<file path="config.mk">
export PLATFORM = sky130hd
export DESIGN_NAME = greenhouse_actuator_controller_flat
export DESIGN_NICKNAME = d
export VERILOG_FILES = /design/src/hdl/gac_pkg.sv /design/src/hdl/gac_if.sv /design/src/hdl/greenhouse_actuator_controller.sv /design/src/flat_wrapper.sv
export SDC_FILE = /design/constraint.sdc
export NUM_CORES = 1
export LEC_CHECK = 0
export BUFFER_PORTS_ARGS = -buffer_cell sky130_fd_sc_hd__buf_4
export CORE_ASPECT_RATIO = 0.9
export CORE_MARGIN = 2
export CORE_UTILIZATION = 67
export DETAILED_ROUTE_END_ITERATION = 12
export GPL_TIMING_DRIVEN = 0
export PLACE_DENSITY = 0.95
export RECOVER_POWER = 100
export SETUP_SLACK_MARGIN = 0.15
export SYNTH_ARGS = -nofsm -noshare
export SYNTH_HDL_FRONTEND = slang
export SYNTH_SLANG_ARGS = --single-unit
</file>
<file path="constraint.sdc">
create_clock -name clk -period 9.6 [get_ports clk]
set_input_delay 1.44 -clock clk [delete_from_list [all_inputs] [get_ports clk]]
set_output_delay 1.44 -clock clk [all_outputs]
set_load 0.05 [all_outputs]
</file>
<file path="src/hdl/gac_pkg.sv">
// gac_pkg: shared types, event codes, register indexes and helper functions
// for the greenhouse actuator controller. No dependencies.

package gac_pkg;

  // event kinds carried by an input request
  typedef enum logic [3:0] {
    KIND_AUTO_STEP   = 4'd0,
    KIND_FAN_FOLLOW  = 4'd1,
    KIND_FAN_LEVEL   = 4'd2,
    KIND_REMOTE_FAN  = 4'd3,
    KIND_CURTAIN     = 4'd4,
    KIND_LAMP        = 4'd5,
    KIND_AUTO_MODE   = 4'd6,
    KIND_MANUAL_MODE = 4'd7,
    KIND_RECOVERY    = 4'd8
  } gac_kind_t;

  // configuration register indexes
  localparam logic [1:0] REG_TEMP_MAX    = 2'd0;
  localparam logic [1:0] REG_LIGHT_UPPER = 2'd1;
  localparam logic [1:0] REG_LIGHT_LOWER = 2'd2;
  localparam logic [1:0] REG_LOCK_DUR    = 2'd3;

  localparam logic signed [11:0] TEMP_MAX_RST    = 12'sd300;
  localparam logic [15:0]        LIGHT_UPPER_RST = 16'd20000;
  localparam logic [15:0]        LIGHT_LOWER_RST = 16'd1000;
  localparam logic [31:0]        LOCK_DUR_RST    = 32'd600000;

  // lockout slots
  localparam int unsigned DEV_FAN     = 0;
  localparam int unsigned DEV_CURTAIN = 1;
  localparam int unsigned DEV_LAMP    = 2;
  localparam int unsigned NUM_DEV     = 3;

  localparam logic [2:0] FAN_LEVEL_MAX = 3'd4;

  typedef struct packed {
    logic [3:0]         kind;
    logic [31:0]        now_ms;
    logic signed [11:0] temperature;
    logic [15:0]        light_lux;
    logic [2:0]         command_value;
  } gac_item_t;

  typedef struct packed {
    logic [2:0] fan_level_out;
    logic       fan_on;
    logic       curtain_open;
    logic       lamp_on;
    logic       system_auto;
    logic       settings_changed;
    logic       status_notify;
  } gac_result_t;

  typedef struct packed {
    logic       fan_auto;
    logic       curtain_auto;
    logic       lamp_auto;
    logic       sys_auto;
    logic       follow;
    logic [2:0] fan_speed;
    logic       fan_run;
    logic       curtain;
    logic       lamp;
    logic [2:0] lock_v;
  } gac_state_t;

  // fan level for a temperature excess d over the comfort limit:
  // 1 + floor(3d/100) for 0 < d < 100, folded into constant compares
  function automatic logic [2:0] level_of(input logic signed [12:0] d);
    logic [2:0] lv;
    if (d <= 13'sd0)       lv = 3'd0;
    else if (d >= 13'sd100) lv = 3'd4;
    else if (d >= 13'sd67)  lv = 3'd3;
    else if (d >= 13'sd34)  lv = 3'd2;
    else                    lv = 3'd1;
    return lv;
  endfunction

  // offset above the comfort limit below which the fan may step down
  function automatic logic [6:0] down_offset(input logic [2:0] lv);
    logic [6:0] off;
    unique case (lv)
      3'd0, 3'd1: off = 7'd0;
      3'd2:       off = 7'd25;
      3'd3:       off = 7'd50;
      default:    off = 7'd75;
    endcase
    return off;
  endfunction

endpackage

</file>
<file path="src/hdl/gac_if.sv">
// gac_if: valid/ready channel interfaces for event requests and results
// depends on gac_pkg

interface gac_in_if;
  logic               valid;
  logic               ready;
  logic [3:0]         kind;
  logic [31:0]        now_ms;
  logic signed [11:0] temperature;
  logic [15:0]        light_lux;
  logic [2:0]         command_value;

  modport source (output valid, kind, now_ms, temperature, light_lux, command_value,
                  input ready);
  modport sink   (input valid, kind, now_ms, temperature, light_lux, command_value,
                  output ready);
endinterface

interface gac_out_if;
  logic       valid;
  logic       ready;
  logic [2:0] fan_level_out;
  logic       fan_on;
  logic       curtain_open;
  logic       lamp_on;
  logic       system_auto;
  logic       settings_changed;
  logic       status_notify;

  modport source (output valid, fan_level_out, fan_on, curtain_open, lamp_on,
                  system_auto, settings_changed, status_notify, input ready);
  modport sink   (input valid, fan_level_out, fan_on, curtain_open, lamp_on,
                  system_auto, settings_changed, status_notify, output ready);
endinterface

</file>
<file path="src/hdl/greenhouse_actuator_controller.sv">
// greenhouse_actuator_controller: event-driven fan, curtain and grow lamp control
// depends on gac_pkg and the channel interfaces in gac_if.sv

// One event request in, one result out, one request per cycle sustained while results
// are taken. A request lands in an input register; once the result register is empty or
// being drained, the control step (fan level map, lux hysteresis compares, lockout
// checks) runs in one shallow pass and writes the device state and the result register
// together, so a result is valid from the edge on which its step fires. The input register
// refills while a result waits, so the input side only stalls when both the input register
// and the result register are full and the result is not taken. Configuration goes
// through the APB port at byte addresses 0, 4, 8, 12 and must only be written while no
// request is in flight. Every request returns exactly one result holding the
// device state after the event.

module greenhouse_actuator_controller
  import gac_pkg::*;
(
  input  logic        clk,
  input  logic        rst_n,
  gac_in_if.sink      in_chan,
  gac_out_if.source   out_chan,
  input  logic        cfg_psel,
  input  logic        cfg_penable,
  input  logic        cfg_pwrite,
  input  logic [3:0]  cfg_paddr,
  input  logic [31:0] cfg_pwdata,
  output logic [31:0] cfg_prdata,
  output logic        cfg_pready
);

  // configuration registers
  logic signed [11:0] temp_max_r;
  logic [15:0]        light_upper_r;
  logic [15:0]        light_lower_r;
  logic [31:0]        lock_dur_r;

  // input register
  logic      s1_v_r;
  gac_item_t s1_r;

  // device state and lockout stamps
  gac_state_t  st_r, st_nxt;
  logic [31:0] stamp_r   [NUM_DEV];
  logic [31:0] stamp_nxt [NUM_DEV];

  // result register
  logic        out_v_r;
  gac_result_t out_r, res_nxt;

  logic advance;
  logic cfg_wr;

  // step datapath
  logic [NUM_DEV-1:0] locked;
  logic signed [12:0] temp_excess;
  logic [2:0]         fan_tgt;
  logic [2:0]         follow_tgt;
  logic [2:0]         cmd_level;
  logic signed [13:0] down_thr;
  logic               fan_step_down_ok;
  logic [18:0]        lux_x5;
  logic [18:0]        upper_x6;
  logic [18:0]        lower_x4;
  logic               lux_above_open;
  logic               lux_below_close;
  logic               lux_below_on;
  logic               lux_above_off;

  // ---------------------------------------------------------------------------
  // configuration port: writes complete in the access phase, pready tied high
  // ---------------------------------------------------------------------------
  assign cfg_pready = 1'b1;
  assign cfg_wr     = cfg_psel && cfg_penable && cfg_pwrite;

  always_ff @(posedge clk) begin
    if (!rst_n) begin
      temp_max_r    <= TEMP_MAX_RST;
      light_upper_r <= LIGHT_UPPER_RST;
      light_lower_r <= LIGHT_LOWER_RST;
      lock_dur_r    <= LOCK_DUR_RST;
    end else if (cfg_wr) begin
      unique case (cfg_paddr[3:2])
        REG_TEMP_MAX:    temp_max_r    <= cfg_pwdata[11:0];
        REG_LIGHT_UPPER: light_upper_r <= cfg_pwdata[15:0];
        REG_LIGHT_LOWER: light_lower_r <= cfg_pwdata[15:0];
        default:         lock_dur_r    <= cfg_pwdata;
      endcase
    end
  end

  // read back, comfort limit sign extended
  always_comb begin
    unique case (cfg_paddr[3:2])
      REG_TEMP_MAX:    cfg_prdata = {{20{temp_max_r[11]}}, temp_max_r};
      REG_LIGHT_UPPER: cfg_prdata = {16'd0, light_upper_r};
      REG_LIGHT_LOWER: cfg_prdata = {16'd0, light_lower_r};
      default:         cfg_prdata = lock_dur_r;
    endcase
  end

  // ---------------------------------------------------------------------------
  // handshake: the step fires when the input register holds a request and the
  // result register is empty or being drained
  // ---------------------------------------------------------------------------
  assign advance       = s1_v_r && (!out_v_r || out_chan.ready);
  assign in_chan.ready = !s1_v_r || advance;

  always_ff @(posedge clk) begin
    if (!rst_n) begin
      s1_v_r <= 1'b0;
    end else if (in_chan.ready) begin
      s1_v_r <= in_chan.valid;
    end
  end

  // payload needs no reset
  always_ff @(posedge clk) begin
    if (in_chan.valid && in_chan.ready) begin
      s1_r.kind          <= in_chan.kind;
      s1_r.now_ms        <= in_chan.now_ms;
      s1_r.temperature   <= in_chan.temperature;
      s1_r.light_lux     <= in_chan.light_lux;
      s1_r.command_value <= in_chan.command_value;
    end
  end

  // ---------------------------------------------------------------------------
  // step datapath
  // ---------------------------------------------------------------------------

  // lockout: armed slot and elapsed time (mod 2^32) still under the duration
  for (genvar g = 0; g < NUM_DEV; g++) begin : g_lock
    assign locked[g] = st_r.lock_v[g] && ((s1_r.now_ms - stamp_r[g]) < lock_dur_r);
  end

  assign temp_excess = 13'(s1_r.temperature) - 13'(temp_max_r);
  assign fan_tgt     = level_of(temp_excess);
  assign follow_tgt  = (fan_tgt == 3'd0) ? 3'd1 : fan_tgt;
  assign cmd_level   = (s1_r.command_value > FAN_LEVEL_MAX) ? FAN_LEVEL_MAX
                                                             : s1_r.command_value;

  // step-down hysteresis, level above four cannot occur but is clamped anyway
  assign down_thr = 14'(temp_max_r)
                  + 14'($signed({1'b0, down_offset((st_r.fan_speed > FAN_LEVEL_MAX)
                                                   ? FAN_LEVEL_MAX : st_r.fan_speed)}));
  assign fan_step_down_ok = 14'(s1_r.temperature) < down_thr;

  // lux thresholds without division:
  // lux > floor(6u/5) <=> 6u < 5 lux, lux > floor(4l/5) <=> 4l < 5 lux
  assign lux_x5   = {1'b0, s1_r.light_lux, 2'b00} + 19'(s1_r.light_lux);
  assign upper_x6 = {1'b0, light_upper_r, 2'b00} + {2'b00, light_upper_r, 1'b0};
  assign lower_x4 = {1'b0, light_lower_r, 2'b00};

  assign lux_above_open  = upper_x6 < lux_x5;
  assign lux_below_close = s1_r.light_lux < (light_upper_r >> 1);
  assign lux_below_on    = s1_r.light_lux < (light_lower_r >> 1);
  assign lux_above_off   = lower_x4 < lux_x5;

  always_comb begin
    st_nxt    = st_r;
    stamp_nxt = stamp_r;
    res_nxt   = '0;

    unique case (s1_r.kind)
      KIND_AUTO_STEP: begin
        if (st_r.fan_auto && !locked[DEV_FAN]) begin
          if ((fan_tgt > st_r.fan_speed) ||
              ((fan_tgt < st_r.fan_speed) && fan_step_down_ok)) begin
            st_nxt.fan_speed         = fan_tgt;
            st_nxt.fan_run           = (fan_tgt != 3'd0);
            res_nxt.settings_changed = 1'b1;
            res_nxt.status_notify    = 1'b1;
          end
        end
        if (st_r.curtain_auto && !locked[DEV_CURTAIN]) begin
          if (!st_r.curtain && lux_above_open) begin
            st_nxt.curtain           = 1'b1;
            res_nxt.settings_changed = 1'b1;
          end else if (st_r.curtain && lux_below_close) begin
            st_nxt.curtain           = 1'b0;
            res_nxt.settings_changed = 1'b1;
          end
        end
        if (st_r.lamp_auto && !locked[DEV_LAMP]) begin
          if (!st_r.lamp && lux_below_on) begin
            st_nxt.lamp              = 1'b1;
            res_nxt.settings_changed = 1'b1;
          end else if (st_r.lamp && lux_above_off) begin
            st_nxt.lamp              = 1'b0;
            res_nxt.settings_changed = 1'b1;
          end
        end
      end

      KIND_FAN_FOLLOW: begin
        if (st_r.follow && st_r.fan_run && !locked[DEV_FAN] &&
            (follow_tgt != st_r.fan_speed)) begin
          st_nxt.fan_speed         = follow_tgt;
          res_nxt.settings_changed = 1'b1;
        end
      end

      KIND_FAN_LEVEL: begin
        st_nxt.fan_auto             = 1'b0;
        st_nxt.sys_auto             = 1'b0;
        st_nxt.follow               = 1'b0;
        st_nxt.fan_speed            = cmd_level;
        st_nxt.fan_run              = (cmd_level != 3'd0);
        st_nxt.lock_v[DEV_FAN]      = (cmd_level == 3'd0);
        stamp_nxt[DEV_FAN]          = s1_r.now_ms;
      end

      KIND_REMOTE_FAN: begin
        st_nxt.fan_auto = 1'b0;
        st_nxt.sys_auto = 1'b0;
        if (s1_r.command_value == 3'd1) begin
          st_nxt.fan_speed       = follow_tgt;
          st_nxt.fan_run         = 1'b1;
          st_nxt.follow          = 1'b1;
          st_nxt.lock_v[DEV_FAN] = 1'b0;
        end else begin
          st_nxt.fan_speed       = 3'd0;
          st_nxt.fan_run         = 1'b0;
          st_nxt.follow          = 1'b0;
          st_nxt.lock_v[DEV_FAN] = 1'b1;
          stamp_nxt[DEV_FAN]     = s1_r.now_ms;
        end
      end

      KIND_CURTAIN: begin
        st_nxt.curtain_auto        = 1'b0;
        st_nxt.sys_auto            = 1'b0;
        st_nxt.curtain             = (s1_r.command_value != 3'd0);
        st_nxt.lock_v[DEV_CURTAIN] = (s1_r.command_value == 3'd0);
        stamp_nxt[DEV_CURTAIN]     = s1_r.now_ms;
      end

      KIND_LAMP: begin
        st_nxt.lamp_auto        = 1'b0;
        st_nxt.sys_auto         = 1'b0;
        st_nxt.lamp             = (s1_r.command_value != 3'd0);
        st_nxt.lock_v[DEV_LAMP] = (s1_r.command_value == 3'd0);
        stamp_nxt[DEV_LAMP]     = s1_r.now_ms;
      end

      KIND_AUTO_MODE: begin
        st_nxt.fan_auto     = 1'b1;
        st_nxt.curtain_auto = 1'b1;
        st_nxt.lamp_auto    = 1'b1;
        st_nxt.sys_auto     = 1'b1;
        st_nxt.follow       = 1'b0;
        st_nxt.lock_v       = '0;
      end

      KIND_MANUAL_MODE: begin
        st_nxt.fan_auto     = 1'b0;
        st_nxt.curtain_auto = 1'b0;
        st_nxt.lamp_auto    = 1'b0;
        st_nxt.sys_auto     = 1'b0;
        st_nxt.follow       = 1'b0;
      end

      KIND_RECOVERY: begin
        // nightly recovery only acts when something is in manual
        if (!st_r.sys_auto) begin
          st_nxt.fan_auto     = 1'b1;
          st_nxt.curtain_auto = 1'b1;
          st_nxt.lamp_auto    = 1'b1;
          st_nxt.sys_auto     = 1'b1;
          st_nxt.follow       = 1'b0;
          st_nxt.lock_v       = '0;
        end
      end

      default: begin
        // unused kinds leave everything as is
      end
    endcase

    res_nxt.fan_level_out = st_nxt.fan_speed;
    res_nxt.fan_on        = st_nxt.fan_run;
    res_nxt.curtain_open  = st_nxt.curtain;
    res_nxt.lamp_on       = st_nxt.lamp;
    res_nxt.system_auto   = st_nxt.sys_auto;
  end

  // ---------------------------------------------------------------------------
  // state and result registers
  // ---------------------------------------------------------------------------
  always_ff @(posedge clk) begin
    if (!rst_n) begin
      st_r <= '{fan_auto: 1'b1, curtain_auto: 1'b1, lamp_auto: 1'b1, sys_auto: 1'b1,
                follow: 1'b0, fan_speed: 3'd0, fan_run: 1'b0, curtain: 1'b0,
                lamp: 1'b0, lock_v: 3'b000};
    end else if (advance) begin
      st_r <= st_nxt;
    end
  end

  // stamps only matter while their slot is armed
  always_ff @(posedge clk) begin
    if (advance) begin
      stamp_r <= stamp_nxt;
    end
  end

  always_ff @(posedge clk) begin
    if (!rst_n) begin
      out_v_r <= 1'b0;
    end else if (advance) begin
      out_v_r <= 1'b1;
    end else if (out_chan.ready) begin
      out_v_r <= 1'b0;
    end
  end

  always_ff @(posedge clk) begin
    if (advance) begin
      out_r <= res_nxt;
    end
  end

  assign out_chan.valid            = out_v_r;
  assign out_chan.fan_level_out    = out_r.fan_level_out;
  assign out_chan.fan_on           = out_r.fan_on;
  assign out_chan.curtain_open     = out_r.curtain_open;
  assign out_chan.lamp_on          = out_r.lamp_on;
  assign out_chan.system_auto      = out_r.system_auto;
  assign out_chan.settings_changed = out_r.settings_changed;
  assign out_chan.status_notify    = out_r.status_notify;

  // ---------------------------------------------------------------------------
  // assertions
  // ---------------------------------------------------------------------------

  // running flag always tracks a nonzero level
  a_fan_run_level: assert property (@(posedge clk) disable iff (!rst_n)
    st_r.fan_run == (st_r.fan_speed != 3'd0))
    else $error("fan running flag disagrees with fan level");

  a_fan_level_max: assert property (@(posedge clk) disable iff (!rst_n)
    st_r.fan_speed <= FAN_LEVEL_MAX)
    else $error("fan level above maximum");

  // whole-system auto implies every device auto and no fan follow
  a_sys_auto: assert property (@(posedge clk) disable iff (!rst_n)
    st_r.sys_auto |-> (st_r.fan_auto && st_r.curtain_auto && st_r.lamp_auto &&
                       !st_r.follow))
    else $error("system auto set with a device in manual");

  a_notify_changed: assert property (@(posedge clk) disable iff (!rst_n)
    (out_v_r && out_r.status_notify) |-> out_r.settings_changed)
    else $error("status notify without settings change");

  // a completed step must leave a result pending
  a_step_result: assert property (@(posedge clk) disable iff (!rst_n)
    advance |=> out_v_r)
    else $error("step fired but no result held");

endmodule

</file>
<file path="src/flat_wrapper.sv">
// flat-port wrapper written by rule: the top's interface ports become plain ports
module greenhouse_actuator_controller_flat import gac_pkg::*;
  (clk, rst_n, cfg_psel, cfg_penable, cfg_pwrite, cfg_paddr, cfg_pwdata, cfg_prdata, cfg_pready, in_chan_valid, in_chan_kind, in_chan_now_ms, in_chan_temperature, in_chan_light_lux, in_chan_command_value, in_chan_ready, out_chan_valid, out_chan_fan_level_out, out_chan_fan_on, out_chan_curtain_open, out_chan_lamp_on, out_chan_system_auto, out_chan_settings_changed, out_chan_status_notify, out_chan_ready);
  gac_in_if in_chan_i ();
  gac_out_if out_chan_i ();
  input  logic clk;
  input  logic rst_n;
  input  logic cfg_psel;
  input  logic cfg_penable;
  input  logic cfg_pwrite;
  input  logic [3:0] cfg_paddr;
  input  logic [31:0] cfg_pwdata;
  output logic [31:0] cfg_prdata;
  output logic cfg_pready;
  input wire logic [$bits(in_chan_i.valid)-1:0] in_chan_valid;
  input wire logic [$bits(in_chan_i.kind)-1:0] in_chan_kind;
  input wire logic [$bits(in_chan_i.now_ms)-1:0] in_chan_now_ms;
  input wire logic [$bits(in_chan_i.temperature)-1:0] in_chan_temperature;
  input wire logic [$bits(in_chan_i.light_lux)-1:0] in_chan_light_lux;
  input wire logic [$bits(in_chan_i.command_value)-1:0] in_chan_command_value;
  output wire logic [$bits(in_chan_i.ready)-1:0] in_chan_ready;
  output wire logic [$bits(out_chan_i.valid)-1:0] out_chan_valid;
  output wire logic [$bits(out_chan_i.fan_level_out)-1:0] out_chan_fan_level_out;
  output wire logic [$bits(out_chan_i.fan_on)-1:0] out_chan_fan_on;
  output wire logic [$bits(out_chan_i.curtain_open)-1:0] out_chan_curtain_open;
  output wire logic [$bits(out_chan_i.lamp_on)-1:0] out_chan_lamp_on;
  output wire logic [$bits(out_chan_i.system_auto)-1:0] out_chan_system_auto;
  output wire logic [$bits(out_chan_i.settings_changed)-1:0] out_chan_settings_changed;
  output wire logic [$bits(out_chan_i.status_notify)-1:0] out_chan_status_notify;
  input wire logic [$bits(out_chan_i.ready)-1:0] out_chan_ready;
  assign in_chan_i.valid = in_chan_valid;
  assign in_chan_i.kind = in_chan_kind;
  assign in_chan_i.now_ms = in_chan_now_ms;
  assign in_chan_i.temperature = in_chan_temperature;
  assign in_chan_i.light_lux = in_chan_light_lux;
  assign in_chan_i.command_value = in_chan_command_value;
  assign in_chan_ready = in_chan_i.ready;
  assign out_chan_valid = out_chan_i.valid;
  assign out_chan_fan_level_out = out_chan_i.fan_level_out;
  assign out_chan_fan_on = out_chan_i.fan_on;
  assign out_chan_curtain_open = out_chan_i.curtain_open;
  assign out_chan_lamp_on = out_chan_i.lamp_on;
  assign out_chan_system_auto = out_chan_i.system_auto;
  assign out_chan_settings_changed = out_chan_i.settings_changed;
  assign out_chan_status_notify = out_chan_i.status_notify;
  assign out_chan_i.ready = out_chan_ready;
  greenhouse_actuator_controller u_core (.clk(clk), .rst_n(rst_n), .in_chan(in_chan_i), .out_chan(out_chan_i), .cfg_psel(cfg_psel), .cfg_penable(cfg_penable), .cfg_pwrite(cfg_pwrite), .cfg_paddr(cfg_paddr), .cfg_pwdata(cfg_pwdata), .cfg_prdata(cfg_prdata), .cfg_pready(cfg_pready));
endmodule
</file>
* After elaboration in Yosys (flattened, before gate mapping)
Cells that the tools add are included.
** Word-level totals
- Register bits :: 264
- Bits of input ports :: 110
- Output and inout port bits :: 44
** Operators by class
- Add/sub/neg operators :: 7
- Magnitude comparators :: 16
- Eq/ne operators :: 17
- Multiplexer cells :: 48
- Bitwise operators :: 1
- Reduce and logical (&&, ||, !) cells :: 68
** Operators with widths (count)
- $lt 32x32->1 :: 3
- $pmux 32 s3 :: 1
- $sub 32x32->32 :: 3
- $pmux 32 s2 :: 1
- $lt 16x15->1 :: 2
- $mux 32 :: 1
- $reduce_bool 3->1 :: 9
- $ge 13x8->1 const B :: 2
- $mux 3 :: 8
- $pmux 1 s3 :: 8
- $reduce_and 3->1 :: 8
- $pmux 7 s3 :: 1
- $add 18x16->19 :: 1
- $add 18x17->19 :: 1
- $lt 18x19->1 :: 1
- $lt 19x19->1 :: 1
- $logic_and 1x1->1 :: 18
- $eq 4x3->1 const B :: 4
- $mux 1 :: 16
- $reduce_and 2->1 :: 7
- $add 12x8->13 :: 1
- $ge 13x7->1 const B :: 1
- $le 13x1->1 const B :: 1
- $lt 12x13->1 :: 1
- other kinds (30) :: 57

* Depth between registers and ports, before layout
Gate-level depths: netlist (run 1).
- Word-level depth :: 18
- Depth in mapped cells :: 25
- Gate-level depth less buffers :: 25

* Least setup slack after synthesis (run 1)
OpenSTA, ideal clock, no wires.
- Path type :: register to register
- Start :: register u_core.s1_r[32] (netlist bit)
- End :: register u_core.out_r, in the netlist u_core.out_chan.fan_level_out[2] (data pin)
- Library setup time :: 0.263 ns
- Arrival time :: 4.986 ns
- Setup slack :: 4.352 ns
- Stages on the path, launching flop included :: 22
- Path buffers :: 0
- Period minus slack after synthesis :: 5.248 ns
- Cells stage by stage :: edfxtp_1 ha_1 nor2b_1 o31a_1 or4b_1 a31oi_1 o21a_1 nor2_1 a211o_1 a31oi_1 nor4b_1 nand4b_1 ha_1 and4_1 nand2_1 nor4_1 o211ai_1 a211oi_1 o31ai_1 a221o_1 a21oi_2 o31ai_1
** RTL lines
- start: declaration :: RTL line greenhouse_actuator_controller.sv:39 : gac_item_t s1_r;
- end signal: assignment :: RTL line greenhouse_actuator_controller.sv:319 : out_r <= res_nxt;
- end: declaration :: RTL line greenhouse_actuator_controller.sv:48 : gac_result_t out_r, res_nxt;

==> impl_metrics.tcl, run 1 <==
set metrics [dict create \
    r2r-start "u_core.s1_r[31]" \
    grt_setup_unrepaired "false" \
    area_growth_pct 11.9 \
    htreeDepth 1 \
    top_layer "met4" \
    tns_ns 0 \
    min_path_type "reg -> reg" \
    final-instance-count-excl-fill 2812 \
    synth_cell_type_count 75 \
    placed_area_um2 22200 \
    status "finished, violations left" \
    antenna_cells 0 \
    synth_nets 2626 \
    portBuffers 150 \
    drt_wl_total_um 58500 \
    max_cap_viol_count 2 \
    power_density_nw_per_um2 135 \
    ios 154 \
    r2r_cells 25 \
    start_util 0.682 \
    r2r_slack_ns 2.32 \
    drt_iter0_markers 1828 \
    root_buffer "clkbuf_16" \
    synthArstFlopShare 0 \
    ys_seq_area_frac 0.343 \
    start_kind "flip-flop" \
    cts_tree "built" \
    clk_pin_slew_ns 0.06 \
    tightest_slew_ns 3.92 \
    wl_per_cell_um 20.8 \
    postRouteAntennaNets 0 \
    core_area_um2 30000 \
    ctsLongestPathBuffers 3 \
    cp-end-kind "flip-flop" \
    power_leakage_nw 9.81 \
    cts_resized 0 \
    fillers 2106 \
    worstPathArrival_ns 7.57 \
    synth_edf_count 172 \
    viasPerCell 6.41 \
    cts_setup_buffers 0 \
    fin_area_um2 22900 \
    syn_inst 2198 \
    max_freq_ghz 0.137 \
    met3WireLength_um 5180 \
    worstHoldStart "u_core.lock_dur_r[17]" \
    overflow 0 \
    grt_pass1_vias 17500 \
    cts_sinks 264 \
    cts_made_buffers 29 \
    slew_violations 91 \
    ys_warn_count 0 \
    finalSetupViolCount 0 \
    hpwl_um 46300 \
    grt_max_degree 66 \
    crit_required_ns 9.89 \
    hold_buffers 0 \
    crit_type "reg -> reg" \
    gp_congestion 1.01 \
    finalHoldViolCount 0 \
    die_y_um 170 \
    skew_ns 0.0107 \
    slew_headroom -1.61 \
    drtPass1Iterations 6 \
    peakVddDrop_v 0.000173 \
    period_share 0.758 \
    violations "capacitance limit, slew limit" \
    vias 18000 \
    die_w_um 188 \
    avgSynthCellArea_um2 9.29 \
    dr_wl_met2_um 26100 \
    layout_min_cycle_time_ns 7.28 \
    rows 60 \
    crit_fanout 4 \
    min_delay_path_depth 2 \
    rr_endpoint "u_core.out_chan.settings_changed" \
    finalPower_mw 3.09 \
    ys_seq_elements 264 \
    wl_met1_um 24300 \
    drive_above_1_share 0.0789 \
    syn-cell-area_um2 20400 \
    drc 0 \
    track_usage 0.362 \
    synthFlopType "edfxtp_1" \
    min_to "u_core.lock_dur_r[17]" \
    worstSkewPairLatency_ns 0.57 \
    fin_util 0.763 \
    antenna_found_initial 0 \
    layout.nets 2815 \
    grt_pass1_wl_um 91100 \
    die_area_um2 31900 \
    dp.cells 2759 \
]
-- cell type report --
type	count	area [µm²]	share of cell area
Timing Repair Buffer	158	987	0.0432
Inverter	230	863	0.0378
Sequential cell	264	7010	0.306
Buffer	38	146	0.00640
Clock inverter	12	115	0.00503
Multi-Input combinational cell	1666	12400	0.543
Tap cell	403	504	0.0221
Clock buffer	41	838	0.0367
-- cells in the mapped netlist (10+ instances only) --
cell,instances,area (µm²)
ha_1,311,3890
inv_1,230,863
nand2_1,221,830
a21oi_1,174,871
edfxtp_1,172,5160
nor2_1,118,443
xnor2_1,94,823
dfxtp_1,92,1840
o21ai_0,90,450
a21o_1,86,646
o211ai_1,43,323
a21boi_0,38,285
nand2b_1,37,231
o21a_1,37,278
nor3_1,36,180
clkbuf_1,32,120
nand3_1,30,150
nor2b_1,27,169
nand4_1,26,163
xor2_1,25,219
a211oi_1,24,180
o21bai_1,20,150
mux4_2,16,360
a31oi_1,14,87.6
and3_1,14,87.6
a211o_1,12,105
and2_1,11,68.8
nor3b_1,10,75.1
o2111ai_1,10,87.6
-- state kept, by name (all words and copies together) (netlist names) --
signal / flops
u_core.lock_dur_r: 32
u_core.out_chan.lamp_on: 1
u_core.s1_v_r: 1
u_core.out_chan.curtain_open: 1
u_core.out_chan.fan_level_out: 3
u_core.s1_r: 67
u_core.out_chan.fan_on: 1
u_core.out_chan.settings_changed: 1
u_core.out_chan.status_notify: 1
u_core.light_upper_r: 16
u_core.st_r: 14
u_core.light_lower_r: 16
u_core.out_chan.system_auto: 1
u_core.out_chan.valid: 1
u_core.temp_max_r: 12
u_core.stamp_r: 96
-- placed cells by master, fill, tap and decap left out, drive strengths merged, types with 26 or more instances in the layout --
cell      n
buf      38
o21a     37
nand2b   37
nand4    26
nand2   221
a21o     86
nor2b    27
ha      311
o211ai   43
edfxtp  172
xnor2    94
nand3    31
nor3     37
clkbuf  199
dfxtp    92
a21boi   38
inv     230
o21ai    96
a21oi   176
nor2    118
-- stage by stage --
stage / hold slack (ns) / worst slack, ns
after floorplan: 0.436 / 4.35
after global placement: 0.461 / 2.85
after detailed placement: 0.475 / 2.74
after CTS: 0.487 / 2.69
after global routing: 0.508 / 2.04
final: 0.482 / 2.32
-- where the power goes --
group	leakage [nW]	switching, mW	internal [mW]
Clock	0.479	0.470	0.660
Combinational	6.98	0.397	0.280
Sequential	2.35	0.0403	1.24
Total	9.81	0.907	2.18
-- metal layers --
layer | track usage | vias up
li1 | - | 8406
met1 | 0.479 | 8556
met2 | 0.586 | 881
met3 | 0.0631 | 182
met4 | 0.157 | 0
met5 | 0 | -
-- worst max-delay path by stage --
stage / start / endpoint
2_1_floorplan: u_core.s1_r[32] / u_core.out_chan.fan_level_out[2]
5_1_grt: u_core.s1_r[31] / u_core.out_chan.settings_changed
6_report: u_core.s1_r[31] / u_core.out_chan.settings_changed
4_1_cts: u_core.s1_r[32] / u_core.out_chan.fan_level_out[2]
3_3_place_gp: u_core.s1_r[32] / u_core.out_chan.fan_level_out[2]
3_5_place_dp: u_core.s1_r[32] / u_core.out_chan.fan_level_out[2]
-- worst max-delay path, stage by stage (launching register included) --
cell       delay [ns]
edfxtp_1         0.43
inv_1            0.14
ha_1             0.19
inv_1            0.06
fa_1             0.39
a21o_1           0.17
a21o_1           0.19
a21oi_1          0.22
o21ai_0          0.22
a41oi_1          0.58
o21ai_0          0.37
o211ai_1         0.39
o21ai_0          0.27
or4b_1           0.55
nand3_1          0.10
ha_1             0.25
nand4_1          0.09
or2_2            0.16
nor3_1           0.10
o2111ai_1        0.11
a21oi_1          0.10
o41ai_1          0.92
a211oi_1         0.24
a211o_1          0.36
a21oi_1          0.26
o21ai_0          0.14
-- cells by family after synthesis --
kind of cell,Yosys count,share of synthesized area
xor+xnor,119,0.0510
flops,264,0.343
fa+ha+maj,318,0.197
simple gates,581,0.136
other cells,1,0.000184
mux,18,0.0186
buf+inv,268,0.0494
compound gates,629,0.205
No activity file was read; power rests on OpenSTA's default activity.
==> run 2, diff against run 1 <==
ABC_AREA = 1   (was unset)
CORE_UTILIZATION = 56   (was 67)
PLACE_DENSITY = 0.89   (was 0.95)
clock period = 6.6 ns   (was 9.6 ns; I/O delays follow)
==> run 2 against run 1 <==
The flow still finishes with violations (capacitance limit, slew limit). Register-to-register slack worse by 1.2 ns. Wire length down 2.8%. Cell count is 9.4% higher. Critical path depth grew 5. Sequential power rose by 47%. Hold slack better by 0.0027 ns. Die area grew 17%. Via count is 0.54% higher. Global-route usage down 6.3 points. Setup slack lost 1.2 ns. Critical endpoint is now u_core.st_r[4]. Largest power group unchanged.
==> impl_metrics.tcl, run 2 <==
set metrics [dict create \
    status "finished, violations left" \
    violations "capacitance limit, slew limit" \
    slew_headroom -1.19 \
    fin_util 0.642 \
    grt_pass1_wl_um 88800 \
    synth_top_area_frac 0.258 \
    power_density_nw_per_um2 203 \
    die_y_um 183 \
    clk_pin_slew_ns 0.06 \
    antenna_cells 0 \
    fin_hold_ws_ns 0.485 \
    drc 0 \
    max_freq_ghz 0.182 \
    syn-cell-area_um2 20000 \
    overflow 0 \
    ys_seq_area_frac 0.350 \
    ys_seq_elements 264 \
    layout_min_cycle_time_ns 5.49 \
    fillers 2958 \
    portBuffers 149 \
    r2r_slack_ns 1.11 \
    seq_area_um2 7010 \
    final-instance-count-excl-fill 3076 \
    synthArstFlopShare 0 \
    power_leakage_nw 10.4 \
    cp-end-kind "flip-flop" \
    die_area_um2 37300 \
    drtPass1Iterations 6 \
    cts_setup_buffers 0 \
    hold_buffers 0 \
    start_kind "flip-flop" \
    max_cap_viol_count 3 \
    ys_warn_count 0 \
    htreeDepth 1 \
    yosysMostFrequentCell "inv_1" \
    critPathMaxStageDelay_ns 0.44 \
    min_path_type "reg -> reg" \
    track_usage 0.299 \
    root_buffer "clkbuf_16" \
    syn_inst 2396 \
    fin_area_um2 22500 \
    start_util 0.570 \
    grt_pass1_vias 17600 \
    finalHoldViolCount 0 \
    cts_sinks 264 \
    crit_required_ns 7.08 \
    drt_wl_total_um 56900 \
    drive_above_1_share 0.0667 \
    cts_tree "built" \
    worstPathArrival_ns 5.97 \
    hpwl_um 45400 \
    drt_iter0_markers 1750 \
    multi_input_area_um2 11500 \
    avgSynthCellArea_um2 8.35 \
    synth_commonest_cells "inv_1 (368), nand2_1 (365), ha_1 (311)" \
    layout.nets 3012 \
    postRouteAntennaNets 0 \
    mostFrequentLayoutCells "inv_1 (368), nand2_1 (365), ha_1 (311)" \
    dp.cells 3021 \
    synth_edf_count 172 \
    core_area_um2 35100 \
    rows 65 \
    crit_type "reg -> reg" \
    cts_made_buffers 30 \
    synthFlopType "edfxtp_1" \
    gp_congestion 0.967 \
    skew_ns 0.0221 \
    ios 154 \
    grt_setup_unrepaired "false" \
    synth_nets 2824 \
    crit_buf_inv 4 \
    tns_ns 0 \
    reg_top3 "u_core.stamp_r x96, u_core.s1_r x67, u_core.lock_dur_r x32" \
    ctsLongestPathBuffers 3 \
    synth_area_leader_cell "edfxtp_1" \
    vias 18100 \
    cp_slowest_cell "edfxtp_1" \
    tightest_slew_ns 3.26 \
    cpLargestDelayFamily "simple AND/OR/NAND/NOR gates" \
    viasPerCell 5.89 \
    finalPower_mw 4.59 \
    synth_cell_type_count 56 \
    largest_reg_flops 96 \
    synthTopCellsByArea "edfxtp_1 (26%), ha_1 (19%), dfxtp_1 (9.2%)" \
    placed_area_um2 21800 \
    area_growth_pct 12.7 \
    antenna_found_initial 1 \
    worstSkewPairLatency_ns 0.59 \
    finalSetupViolCount 0 \
    slew_violations 130 \
    period_share 0.832 \
    peakVddDrop_v 0.000225 \
    regMostFlops "u_core.stamp_r" \
    cts_resized 0 \
    grt_max_degree 68 \
    die_w_um 203 \
    wl_per_cell_um 18.5 \
    dpl_worst_slack_ns 1.37 \
    final_common_cell "inv_1" \
    crit_fanout 4 \
    layout_setup_ws_ns 1.11 \
]
[run 2: per-layer routing]
layer	up-vias	track usage	wire length [µm]
met4	2	0.129	2680
met5	-	0	13
met3	157	0.0487	4830
met2	803	0.493	25400
met1	8466	0.389	23900
li1	8695	-	-
[run 2: area by class of cell]
cell class | instances | share of cell area
Clock buffer | 42 | 0.0390
Buffer | 30 | 0.00533
Inverter | 373 | 0.0622
Sequential cell | 264 | 0.311
Tap cell | 469 | 0.0260
Clock inverter | 13 | 0.00422
Multi-Input combinational cell | 1729 | 0.509
Timing Repair Buffer | 156 | 0.0438
[run 2: power breakdown]
group          internal [mW]  switching (mW)  leakage (nW)
Sequential              1.82          0.0586          2.35
Combinational          0.389           0.653          7.57
Clock                  0.963           0.706         0.476
Total                   3.17            1.42          10.4
[run 2: worst paths after layout]
path | startpoint | to | depth (start not counted)
setup / recovery | u_core.s1_r[31] | u_core.st_r[4] | 30
hold / removal | u_core.st_r[12] | u_core.st_r[12] | 2
setup reg to reg | u_core.s1_r[31] | u_core.st_r[4] | 30
hold reg to reg | u_core.st_r[12] | u_core.st_r[12] | 2
[run 2: cell families (layout without fill, tap and decap cells)]
kind of cell / count (synthesis) / after routing / synth area share
xor gates and xnor gates: 135 / 135 / 0.0591
muxes: 1 / 1 / 0.000500
buffers and inverters: 403 / 614 / 0.0763
adders and majority gates: 318 / 318 / 0.201
DFF: 264 / 264 / 0.350
and+or+nand+nor: 660 / 660 / 0.141
other: 1 / 1 / 0.000187
AOI/OAI and AO/OA: 614 / 614 / 0.172
[run 2: tightest hold or removal path, delay by kind of cell (launching register included)]
kind / cells / cell delay [ns]
compound gates: 1 / 0.06
flops: 1 / 0.31
simple gates: 1 / 0.06
